`src/hdl/sli_pkg.sv`:
```
// Types and constants shared by the sorted list cells and the top level.
package sli_pkg;

  localparam int unsigned VALUE_W = 32;
  localparam int unsigned COUNT_W = 5;
  localparam int unsigned REQ_W   = 2;
  localparam int unsigned STAT_W  = 2;

  typedef enum logic [REQ_W-1:0] {
    REQ_INSERT = 2'd0,
    REQ_REMOVE = 2'd1,
    REQ_CLEAR  = 2'd2
  } req_e;

  localparam logic [STAT_W-1:0] ST_DONE = 2'd0;
  localparam logic [STAT_W-1:0] ST_FULL = 2'd1;
  localparam logic [STAT_W-1:0] ST_MISS = 2'd2;

  typedef struct packed {
    logic [REQ_W-1:0]          req_type;
    logic signed [VALUE_W-1:0] value;
  } in_t;

  typedef struct packed {
    logic [STAT_W-1:0]         status;
    logic [COUNT_W-1:0]        count;
    logic signed [VALUE_W-1:0] largest;
    logic signed [VALUE_W-1:0] smallest;
  } out_t;

  typedef struct packed {
    logic                      ins;
    logic                      rem;
    logic                      found;
    logic signed [VALUE_W-1:0] value;
  } cell_op_t;

endpackage

```
`src/hdl/sli_cell.sv`:
```
// One list cell: holds an entry and shifts with its neighbors on insert and remove.
module sli_cell (
  input  logic                              clk_i,
  input  sli_pkg::cell_op_t                 op_i,
  input  logic                              valid_i,
  input  logic                              left_keep_i,
  input  logic signed [sli_pkg::VALUE_W-1:0] left_data_i,
  input  logic signed [sli_pkg::VALUE_W-1:0] right_data_i,
  output logic                              keep_o,
  output logic                              match_o,
  output logic signed [sli_pkg::VALUE_W-1:0] data_o
);
  import sli_pkg::*;

  logic signed [VALUE_W-1:0] data_q, data_d;

  always_comb begin
    keep_o  = valid_i && (op_i.value < data_q);
    match_o = valid_i && (data_q == op_i.value);
    data_d  = data_q;
    if (op_i.ins) begin
      if (!keep_o) begin
        data_d = left_keep_i ? op_i.value : left_data_i;
      end
    end else if (op_i.rem) begin
      if (op_i.found && valid_i && !(op_i.value < data_q)) begin
        data_d = right_data_i;
      end
    end
  end

  always_ff @(posedge clk_i) begin
    data_q <= data_d;
  end

  assign data_o = data_q;

endmodule

```
`src/hdl/sorted_list_insert_remove.sv`:
```
// Top level of the descending sorted list built from a chain of cells.
//
// Input channel: in_valid_i / in_stall_o carry one request (in_data_i) per
// transfer: insert a value, remove the first equal entry, or clear the list.
// Output channel: out_valid_o / out_stall_i carry one result (out_data_o) per
// request: status, count, head value and tail value.
// A request updates the cells in the cycle of its transfer; once the cells
// are registered, the head and tail are gathered into the output register
// as soon as it is free. A new request is taken once the previous result
// has been loaded, so requests do not overlap. The tail select, an AND-OR
// over all cells, lies between the cell registers and the output register.
// When the receiver stalls, the result holds in the output register; the
// next request may still transfer, and its result waits until the output
// register frees up, with the input stalled meanwhile.
// Reset empties the list and clears both channels; cell contents are not
// reset and are never shown while the count excludes them.
module sorted_list_insert_remove #(
  parameter int unsigned CAPACITY = 16
) (
  input  logic          clk_i,
  input  logic          rst_ni,
  input  logic          in_valid_i,
  output logic          in_stall_o,
  input  sli_pkg::in_t  in_data_i,
  output logic          out_valid_o,
  input  logic          out_stall_i,
  output sli_pkg::out_t out_data_o
);
  import sli_pkg::*;

  localparam int unsigned CNT_W = $clog2(CAPACITY + 1);

  logic [CNT_W-1:0]          count_q, count_d;
  logic                      pend_q;
  logic [STAT_W-1:0]         status_q, status_d;
  logic                      out_valid_q;
  out_t                      out_data_q;

  logic                      in_xfer, load_out, full, found;
  cell_op_t                  op;
  logic [CAPACITY-1:0]       keep, match, valid, tail_sel;
  logic signed [VALUE_W-1:0] cell_data [CAPACITY];
  logic signed [VALUE_W-1:0] tail_val;

  assign in_stall_o = pend_q;
  assign in_xfer    = in_valid_i && !pend_q;
  assign load_out   = pend_q && (!out_valid_q || !out_stall_i);
  assign full       = (count_q == CNT_W'(CAPACITY));
  assign found      = |match;

  always_comb begin
    op.ins   = in_xfer && (in_data_i.req_type == REQ_INSERT) && !full;
    op.rem   = in_xfer && (in_data_i.req_type == REQ_REMOVE);
    op.found = found;
    op.value = in_data_i.value;
  end

  for (genvar i = 0; i < CAPACITY; i++) begin : g_cell
    assign valid[i]    = (count_q > CNT_W'(i));
    assign tail_sel[i] = (count_q == CNT_W'(i + 1));
    if (i == 0) begin : g_head
      sli_cell u_cell (
        .clk_i        (clk_i),
        .op_i         (op),
        .valid_i      (valid[i]),
        .left_keep_i  (1'b1),
        .left_data_i  (in_data_i.value),
        .right_data_i (cell_data[(i + 1) % CAPACITY]),
        .keep_o       (keep[i]),
        .match_o      (match[i]),
        .data_o       (cell_data[i])
      );
    end else if (i == CAPACITY - 1) begin : g_tail
      sli_cell u_cell (
        .clk_i        (clk_i),
        .op_i         (op),
        .valid_i      (valid[i]),
        .left_keep_i  (keep[i-1]),
        .left_data_i  (cell_data[i-1]),
        .right_data_i (cell_data[i]),
        .keep_o       (keep[i]),
        .match_o      (match[i]),
        .data_o       (cell_data[i])
      );
    end else begin : g_mid
      sli_cell u_cell (
        .clk_i        (clk_i),
        .op_i         (op),
        .valid_i      (valid[i]),
        .left_keep_i  (keep[i-1]),
        .left_data_i  (cell_data[i-1]),
        .right_data_i (cell_data[i+1]),
        .keep_o       (keep[i]),
        .match_o      (match[i]),
        .data_o       (cell_data[i])
      );
    end
  end

  always_comb begin
    tail_val = '0;
    for (int i = 0; i < CAPACITY; i++) begin
      tail_val = tail_val | (cell_data[i] & {VALUE_W{tail_sel[i]}});
    end
  end

  always_comb begin
    count_d  = count_q;
    status_d = ST_DONE;
    case (in_data_i.req_type)
      REQ_INSERT: begin
        if (full) begin
          status_d = ST_FULL;
        end else begin
          count_d = count_q + CNT_W'(1);
        end
      end
      REQ_REMOVE: begin
        if (found) begin
          count_d = count_q - CNT_W'(1);
        end else begin
          status_d = ST_MISS;
        end
      end
      REQ_CLEAR: count_d = '0;
      default:   count_d = count_q;
    endcase
  end

  always_ff @(posedge clk_i or negedge rst_ni) begin
    if (!rst_ni) begin
      count_q     <= '0;
      pend_q      <= 1'b0;
      out_valid_q <= 1'b0;
    end else begin
      if (in_xfer) begin
        count_q <= count_d;
        pend_q  <= 1'b1;
      end else if (load_out) begin
        pend_q  <= 1'b0;
      end
      if (load_out) begin
        out_valid_q <= 1'b1;
      end else if (!out_stall_i) begin
        out_valid_q <= 1'b0;
      end
    end
  end

  always_ff @(posedge clk_i) begin
    if (in_xfer) begin
      status_q <= status_d;
    end
    if (load_out) begin
      out_data_q.status   <= status_q;
      out_data_q.count    <= COUNT_W'(count_q);
      out_data_q.largest  <= (count_q == '0) ? '0 : cell_data[0];
      out_data_q.smallest <= tail_val;
    end
  end

  assign out_valid_o = out_valid_q;
  assign out_data_o  = out_data_q;

endmodule
```
`config.mk`:
```
export PLATFORM = sky130hd
export DESIGN_NAME = sorted_list_insert_remove
export DESIGN_NICKNAME = d
export VERILOG_FILES = /design/src/hdl/sli_pkg.sv /design/src/hdl/sli_cell.sv /design/src/hdl/sorted_list_insert_remove.sv
export SDC_FILE = /design/constraint.sdc
export NUM_CORES = 2
export LEC_CHECK = 0
export BUFFER_PORTS_ARGS = -buffer_cell sky130_fd_sc_hd__buf_2
export CAP_MARGIN = 20
export CELL_PAD_IN_SITES_DETAIL_PLACEMENT = 2
export CELL_PAD_IN_SITES_GLOBAL_PLACEMENT = 2
export CORE_MARGIN = 10
export CORE_UTILIZATION = 30
export CTS_CLUSTER_DIAMETER = 150
export DETAILED_ROUTE_END_ITERATION = 8
export PLACE_DENSITY_LB_ADDON = 0.25
export SLEW_MARGIN = 25
export SYNTH_ARGS = -nofsm -noshare
export SYNTH_HDL_FRONTEND = slang
export SYNTH_HIERARCHICAL = 1
export SYNTH_SLANG_ARGS = --single-unit
```
`constraint.sdc`:
```
create_clock -name clk_i -period 11.4 [get_ports clk_i]
set_input_delay 0.57 -clock clk_i [delete_from_list [all_inputs] [get_ports clk_i]]
set_output_delay 0.57 -clock clk_i [all_outputs]
set_load 0.005 [all_outputs]
```
==> out/qor.yml <==
clock_network:
  cts_buffers: 80
  clock-root-buffer: "clkbuf_16"
  clk_latency_ns: 0.69
  cts_tree: "done"
  cts_buffer_depth: 3
  ctsResizeCount: 0
  post-cts-setup-buffers: 0
  ctsHtreeMaxLevel: 3
  clock_sinks: 592
  path_clk_slew_ns: 0.06
detailed_routing:
  vias_per_cell: 5.63
  drt_wl_total_mm: 197
  drtAntennaViolNets: 0
  drc_errors: 0
  wl_per_cell_um: 28.4
  firstDrtPassIters: 9
  vias: 38910
  drtIter0Drc: 3510
power:
  irDropWorstVdd_v: 0.000147
  p_leak_uw: 0.0210
  powerDensity_nw_per_um2: 167
final_layout:
  drive_gt1_share_pct: 9.79
  final_cell_mix: "a21oi_1 (731), nor2_1 (586), edfxtp_1 (585)"
  stdcell_area_um2: 51600
  fillers: 16670
  final_common_cell: "a21oi_1"
  fin_nets: 5379
  area_growth_pct: 12.2
  fin_cells: 6917
grt:
  antenna_found_initial: 21
  grt_first_pass_wirelength_mm: 281
  grt_pass1_vias: 39782
  grt_max_degree: 112
  grt_remaining_overflow: 0
  track_usage_pct: 22.4
sta:
  fin_tns_setup_ns: 0
  max-slew-margin-rel_pct: 28.5
  setup_violations: 0
  slew_violations: 0
  fin_worst_skew_ns: 0.0241
  period_needed_ns: 6.06
  rsz0062_at_grt: "false"
  min_period_over_period_pct: 53.1
  fmax_mhz: 165
  final.setup.worst_slack_ns: 5.34
  worst_pin_slew_ns: 1.06
  hold_viol_final: 0
  holdWs_ns: 0.170
placed_design:
  pre_cts_slack_ns: 5.46
  dpl.cell_count: 6766
  gp_congestion: 0.865
  port-buffer-count: 110
  dp_hpwl_mm: 152
  place_area_um2: 49000
floorplan:
  start_util_pct: 30.2
  die-area_um2: 169000
  boundaryPins: 111
  floorplan.rows: 143
  dieHeight_um: 411
  die_w_um: 411
  core_um2: 152000
yosys:
  synth_area_per_cell_um2: 9.63
  synth_area_um2: 46000
  synth_cells: 4772
  yosys_warnings: 6
  synthesis.nets: 5331
hold_path:
  hold_class: "input port to flop"
setup_path:
  worstPathRequired_ns: 11.76
  crit_type: "flop to flop"
  worstSetupEndpointType: "flop"
  arrival_ns: 6.42
  r2r_slack_ns: 5.34
  cp-start-kind: "flop"
  crit_fanout: 40
status:
  status: "completed"
run:
  drv_cap: 0
-- timing repair --
action                                  CTS  global route
hold buffers                              1             0
endpoints found under the setup margin    0             0
endpoints found under the hold margin     7             0
-- cell type report --
class	instances	area [um^2]	share of cell area, %
antenna	5	12.5	0.0243
clock buffer	113	2260	4.39
clock inverter	31	255	0.495
inverter	525	1970	3.82
multi-input combinational	3414	25400	49.3
sequential	592	17700	34.4
tap	2030	2540	4.92
timing repair buffer	207	1340	2.60
-- critical path: stages, from the launching register on --
cell and delay, ns:
dfrtp_4 0.78, buf_4 0.62, inv_1 0.26, nor3_1 0.26
ha_2 0.90, nor2b_1 0.28, nand3_1 0.16, nor4_1 0.08
nor4_2 0.58, and4_1 0.41, inv_1 0.39, and3_1 0.36
o22ai_1 0.24, a31oi_4 0.04, buf_4 0.31
-- sequential cells by signal (all words and copies together) (netlist names) --
register,count
g_cell.g_mid.u_cell/data_o,448
out_data_o,71
g_cell.g_head.u_cell/data_o,32
g_cell.g_tail.u_cell/data_o,32
count_q,5
status_q,2
in_stall_o,1
out_valid_o,1
-- path summary, 6_finish.rpt --
kind | startpoint | to | cells after the start
max | count_q[3] | g_cell[15].g_tail.u_cell/data_o[12] | 14
min | out_stall_i | out_valid_o | 2
max reg2reg | count_q[3] | g_cell[15].g_tail.u_cell/data_o[12] | 14
min in group asynchronous | rst_ni | out_valid_o | 2
max in group asynchronous | rst_ni | count_q[3] | 2
min reg2reg | status_q[0] | out_data_o[69] | 0
-- metrics by stage --
stage	util, %	power, uW
global placement	32.2	5980
detailed placement	32.2	6070
floorplan	-	4850
global route	33.9	8970
CTS	33.9	8640
finish	33.9	8600
-- where the power goes --
| part | total, uW | switching, uW | internal (uW) | leakage [uW] |
|---|---|---|---|---|
| clock | 2540 | 1070 | 1470 | 0.00123 |
| combinational | 3130 | 1980 | 1150 | 0.0144 |
| sequential | 2930 | 248 | 2680 | 0.00543 |
-- per-layer routing --
layer / global-route usage (%) / wire length, um
met3: 5.62 / 17100
met5: 0 / 65
met2: 33.0 / 82600
met4: 5.64 / 4510
met1: 32.3 / 92300
Note: power is estimated with default switching activity, not from simulation.
